`src/p1305_pkg.sv`:
```
// p1305_pkg: shared widths, key clamp masks, register indexes, controller
// states and the command/status structs of the poly1305 mac block.
// No dependencies; imported by every module of the block.
`default_nettype none

package p1305_pkg;

    // limb arithmetic
    localparam int NUM_LIMBS = 5;
    localparam int LIMB_W    = 26;
    localparam int ACC_W     = 27;              // accumulator limb, partially reduced
    localparam int H_W       = 28;              // accumulator plus message limb
    localparam int COEF_W    = 29;              // r limb or 5 * r limb
    localparam int PROD_W    = H_W + COEF_W;    // one limb product
    localparam int SUM_W     = PROD_W + 3;      // five products plus carry in
    localparam int CARRY_W   = SUM_W - LIMB_W;  // carry out of a column
    localparam int FOLD_W    = CARRY_W + 3;     // limb 0 plus 5 * carry
    localparam int COL_W     = $clog2(NUM_LIMBS);
    localparam int NUM_PASSES = 3;              // carry passes before the final compare
    localparam int PASS_W    = $clog2(NUM_PASSES);

    localparam logic [COL_W-1:0]  LAST_COL  = COL_W'(NUM_LIMBS - 1);
    localparam logic [PASS_W-1:0] LAST_PASS = PASS_W'(NUM_PASSES - 1);

    // r clamp: top 4 bits of bytes 3, 7, 11, 15 and low 2 bits of bytes 4, 8, 12
    localparam logic [63:0] CLAMP_LO = 64'h0FFF_FFFC_0FFF_FFFF;
    localparam logic [63:0] CLAMP_HI = 64'h0FFF_FFFC_0FFF_FFFC;

    // block payload widths
    localparam int WORD_W    = 64;
    localparam int BYTES_W   = 5;
    localparam int BLOCK_BYTES = 16;

    // configuration register indexes
    localparam int CFG_IDX_W = 2;
    typedef enum logic [CFG_IDX_W-1:0] {
        CFG_KEY_R_LOW  = 2'd0,
        CFG_KEY_R_HIGH = 2'd1,
        CFG_KEY_S_LOW  = 2'd2,
        CFG_KEY_S_HIGH = 2'd3
    } cfg_reg_t;

    typedef enum logic [2:0] {
        ST_IDLE,
        ST_MUL,
        ST_SUM_LAST,
        ST_FOLD,
        ST_FIN_PASS,
        ST_FIN_SUB,
        ST_FIN_OUT
    } state_t;

    // controller to datapath
    typedef struct packed {
        logic             load;       // capture accumulator + padded block
        logic             mul;        // five limb products of one column
        logic [COL_W-1:0] mul_col;
        logic             sum;        // add the column products, keep carry
        logic             sum_first;  // no carry into column 0
        logic [COL_W-1:0] sum_col;
        logic             fold;       // fold top carry times 5 into limb 0
        logic             fin_pass;   // one carry pass of the final reduction
        logic             fin_first;  // first pass reads the accumulator
        logic             fin_sub;    // conditional subtract of p and packing
        logic             fin_out;    // add s, load the tag, clear accumulator
    } dp_cmd_t;

    // datapath to controller
    typedef struct packed {
        logic empty_item;             // block carries no message bytes
    } dp_status_t;

endpackage

`default_nettype wire

```
`src/p1305_ctrl.sv`:
```
// p1305_ctrl: sequencer of the poly1305 mac block; walks the multiply columns,
// the fold and the final reduction, and owns the handshakes.
// Depends on p1305_pkg.
`default_nettype none

module p1305_ctrl (
    input  wire logic                   clk,
    input  wire logic                   rst_n,
    input  wire logic                   in_valid,
    output logic                        in_ready,
    input  wire logic                   last_block,
    output logic                        out_valid,
    input  wire logic                   out_ready,
    input  wire p1305_pkg::dp_status_t  status,
    output p1305_pkg::dp_cmd_t          cmd
);
    import p1305_pkg::*;

    state_t              state_reg,     state_next;
    logic [COL_W-1:0]    col_reg,       col_next;
    logic [PASS_W-1:0]   pass_reg,      pass_next;
    logic                last_reg,      last_next;
    logic                out_valid_reg, out_valid_next;

    always_ff @(posedge clk or negedge rst_n)
    begin
        if (!rst_n)
        begin
            state_reg     <= ST_IDLE;
            col_reg       <= '0;
            pass_reg      <= '0;
            last_reg      <= 1'b0;
            out_valid_reg <= 1'b0;
        end
        else
        begin
            state_reg     <= state_next;
            col_reg       <= col_next;
            pass_reg      <= pass_next;
            last_reg      <= last_next;
            out_valid_reg <= out_valid_next;
        end
    end

    always_comb
    begin
        state_next     = state_reg;
        col_next       = col_reg;
        pass_next      = pass_reg;
        last_next      = last_reg;
        out_valid_next = out_valid_reg && !out_ready;
        cmd            = '0;
        in_ready       = 1'b0;

        case (state_reg)
            ST_IDLE:
            begin
                in_ready = 1'b1;
                if (in_valid)
                begin
                    last_next = last_block;
                    if (!status.empty_item)
                    begin
                        cmd.load   = 1'b1;
                        col_next   = '0;
                        state_next = ST_MUL;
                    end
                    else if (last_block)
                    begin
                        pass_next  = '0;
                        state_next = ST_FIN_PASS;
                    end
                end
            end

            ST_MUL:
            begin
                // products of this column, sum of the previous one
                cmd.mul       = 1'b1;
                cmd.mul_col   = col_reg;
                cmd.sum       = (col_reg != '0);
                cmd.sum_col   = col_reg - COL_W'(1);
                cmd.sum_first = (col_reg == COL_W'(1));
                if (col_reg == LAST_COL)
                begin
                    state_next = ST_SUM_LAST;
                end
                else
                begin
                    col_next = col_reg + COL_W'(1);
                end
            end

            ST_SUM_LAST:
            begin
                cmd.sum     = 1'b1;
                cmd.sum_col = LAST_COL;
                state_next  = ST_FOLD;
            end

            ST_FOLD:
            begin
                cmd.fold = 1'b1;
                if (last_reg)
                begin
                    pass_next  = '0;
                    state_next = ST_FIN_PASS;
                end
                else
                begin
                    state_next = ST_IDLE;
                end
            end

            ST_FIN_PASS:
            begin
                cmd.fin_pass  = 1'b1;
                cmd.fin_first = (pass_reg == '0);
                if (pass_reg == LAST_PASS)
                begin
                    state_next = ST_FIN_SUB;
                end
                else
                begin
                    pass_next = pass_reg + PASS_W'(1);
                end
            end

            ST_FIN_SUB:
            begin
                cmd.fin_sub = 1'b1;
                state_next  = ST_FIN_OUT;
            end

            ST_FIN_OUT:
            begin
                // wait for the tag register to be free
                if (!out_valid_reg || out_ready)
                begin
                    cmd.fin_out    = 1'b1;
                    out_valid_next = 1'b1;
                    state_next     = ST_IDLE;
                end
            end

            default:
            begin
                state_next = ST_IDLE;
            end
        endcase
    end

    assign out_valid = out_valid_reg;

endmodule

`default_nettype wire

```
`config.mk`:
```
export PLATFORM = sky130hd
export DESIGN_NAME = p1305_ctrl
export DESIGN_NICKNAME = d
export VERILOG_FILES = /design/src/p1305_pkg.sv /design/src/p1305_ctrl.sv
export SDC_FILE = /design/constraint.sdc
export NUM_CORES = 1
export LEC_CHECK = 0
export ABC_AREA = 1
export BUFFER_PORTS_ARGS = -buffer_cell sky130_fd_sc_hd__buf_2
export CELL_PAD_IN_SITES_DETAIL_PLACEMENT = 0
export CELL_PAD_IN_SITES_GLOBAL_PLACEMENT = 2
export CORE_ASPECT_RATIO = 0.7
export CORE_UTILIZATION = 29
export DETAILED_ROUTE_END_ITERATION = 16
export PLACE_DENSITY_LB_ADDON = 0.1
export SLEW_MARGIN = 20
export SYNTH_ARGS = -nofsm -noshare
export SYNTH_HDL_FRONTEND = slang
export SYNTH_SLANG_ARGS = --single-unit
export TNS_END_PERCENT = 100
```
`constraint.sdc`:
```
create_clock -name clk -period 2.2 [get_ports clk]
set_input_delay 0.33 -clock clk [delete_from_list [all_inputs] [get_ports clk]]
set_output_delay 0.33 -clock clk [all_outputs]
set_load 0.1 [all_outputs]
```
==> results.md <==
- Critical R2R Capture: col_reg[1]
- Setup crit start: state_reg[2]
- Final GP Congestion: 0.795
- Primary FF master, synth: dfrtp_1
- Worst Path Arrival: 1.73 ns
- R2r setup slk: 0.79 ns
- Routed via count: 796
- Clock Skews: 0.000577 ns
- Worst Tran Pin Value: 0.492 ns
- Die Span X: 66.5 um
- Largest family of logic cells by synthesized area: simple AND/OR/NAND/NOR gates
- Clock Latency Late Sink: 0.23 ns
- Top cell type's share of synthesized area: 29.7%
- Vias per cell: 4.42
- Largest net degree at the start of global routing: 11
- Vias in the first global route: 686
- First-pass GRT wire length: 3190 um
- Cell family with most CP delay: buffers and inverters
- Antenna violations before repair: 0
- Final Setup Violations: 0
- Synth Register Bits: 10
- HP Class: in -> reg
- # nets final: 159
- Period utilization: 93.5%
- CP Class: reg -> out
- Top Metal Used: met4
- Wl on met1: 1120 um
- Gr usage total: 14.6%
- Reg2reg start: state_reg[1]
- Commonest non-fill, non-tap cell in the layout: nand2_1
- CTS Buffer Depth: 2
- Synth unique cells: 22
- Core area: 2610 um2
- MaxCap Viol Count: 0
- Worst EP required: 1.87 ns
- Outcome: finished clean
- Crit path capture type: primary output
- Iter 0 DRT Violations: 30
- H-Tree Depth: 1
- DRT Pass-1 Iters: 4
- Critical-path cell list: inv_4 > nand2_2 > inv_1 > nand2_1 > nand2_2 > buf_2
- Max stage delay on crit path: 0.50 ns
- Mapped Cells: 121
- Routed len/inst: 10.7 um
- I/O pins: 23
- Post-Syn Area: 843 um2
- Syn_nets: 133
- Ys async rst share: 100%
- CTS tree: done
- Initial core utilization: 32.3%
- Residual DRC: 0
- Adder-cell area share of the yosys netlist: 8.90%
- Total CTS buffers: 3
- Stages on the worst setup path: 6
- Critical Path Sink: cmd[9]
- HPWL Detailed: 1600 um
- Final WL: 1930 um
- Unrepaired setup endpoints after global routing: false
- Met3 wire len: 75 um
- Antenna Cells: 0
- Simple-Gate Fraction of Synth Area: 42.0%
- Critical Path Source Type: flip-flop
- Most frequent cells in the layout: 29 x nand2_1, 22 x buf_2, 19 x inv_1
- Min Tclk post-route: 2.06 ns
- Final core area utilization: 40.9%
- Detail Route Antenna Nets: 0
- Reg2reg path depth: 5
- YS warnings: 0
- Top cells by area, synth: dfrtp_1 30%, nand2_1 13%, ha_1 8.9%, inv_1 8.5%, nand3_1 8.3%
- Slew HR: 67.4%
- Syn-to-layout area delta: 26.6%
- Mux contribution to synthesized area: 0%
- Post-synth EDFFs: 0
- Die ar.: 3130 um2
- Sequential fraction of the synthesis area: 29.7%
- Layout cells sized above 1: 31.5%
- Synth Area in Compound Gates: 5.49%
- CP max stage cell: dfrtp_1
- Crit path max fanout: 10
- Reg clk slew, reported paths: 0.05 ns
- Cell mode on critical path: nand2_2
- Die Ht: 47.1 um
- Routed met2 length: 710 um
- Syn Area/Cell: 6.97 um2
- Max frequency: 486 MHz
- CTS resizes: 0
- Hold Violations, Final: 0
- Crit path buf inv count: 3
- Gr ovfl total: 0
- Clock sinks: 10
- I/O Buffers: 22
- Hold_ws: 0.377 ns
- Slew Viols, Final: 0
- Clock root cell: clkbuf_8
- Leading area contributor after synthesis: dfrtp_1
- # rows: 15
- Xor and xnor area share after synthesis: 2.08%
-- what timing repair did --
action | in CTS | in global routing
hold buffers | 1 | 0
buffers inserted | 0 | 0
hold endpoints to repair | 10 | 0
-- synthesized netlist by cell type (2+ instances only) --
cell type and number:
buf_4 2, dfrtp_1 10, ha_1 6, inv_1 19, inv_2 2, nand2_1 30
nand3_1 14, nand3_4 2, nor2_1 16, nor2_2 3, nor2_4 2, o21ai_0 4
xnor2_1 2
-- per-layer routing --
layer	global-route usage (%)	vias up
met4	6.38	0
li1	-	424
met1	22.0	353
met2	18.6	15
met5	0	-
met3	4.37	4
-- logic make-up (layout without fill, tap and decap cells) --
kind of cell,after synthesis,in the layout
buffers and inverters,24,49
AOI/OAI and AO/OA,7,7
xor gates and xnor gates,2,2
DFF,10,10
and+or+nand+nor,72,72
adders and majority gates,6,6
-- per-stage QoR --
step | instances | worst slack [ns] | cell area (um2) | TNS, ns
detailed placement | 175 | 0.389 | 1000 | 0
global route | 180 | 0.0250 | 1070 | 0
floorplan | 121 | -0.272 | 865 | -1.18
CTS | 180 | 0.125 | 1070 | 0
finish | 180 | 0.143 | 1070 | 0
global placement | 175 | 0.409 | 1000 | 0
-- final cells by class --
type                            count  area [um2]
Clock buffer                        4        55.1
Fill cell                         271        1540
Inverter                           22        85.1
Multi-Input combinational cell     87         514
Sequential cell                    10         250
Tap cell                           34        42.5
Timing Repair Buffer               23         120
-- worst min-delay path, cell delays in order --
cell and delay, ns:
buf_2 0.10, nand2_1 0.07, o21ai_0 0.07
-- how the worst min path moves through the flow --
stage,start,end,depth (start not counted)
3_5_place_dp,rst_n,last_reg,1
5_1_grt,in_valid,last_reg,3
4_1_cts,in_valid,last_reg,3
2_1_floorplan,rst_n,col_reg[0],0
6_report,in_valid,last_reg,3
3_3_place_gp,rst_n,last_reg,1
Power is not shown: default switching activity piles up to over one toggle a cycle in this logic, so the estimate is an artifact.
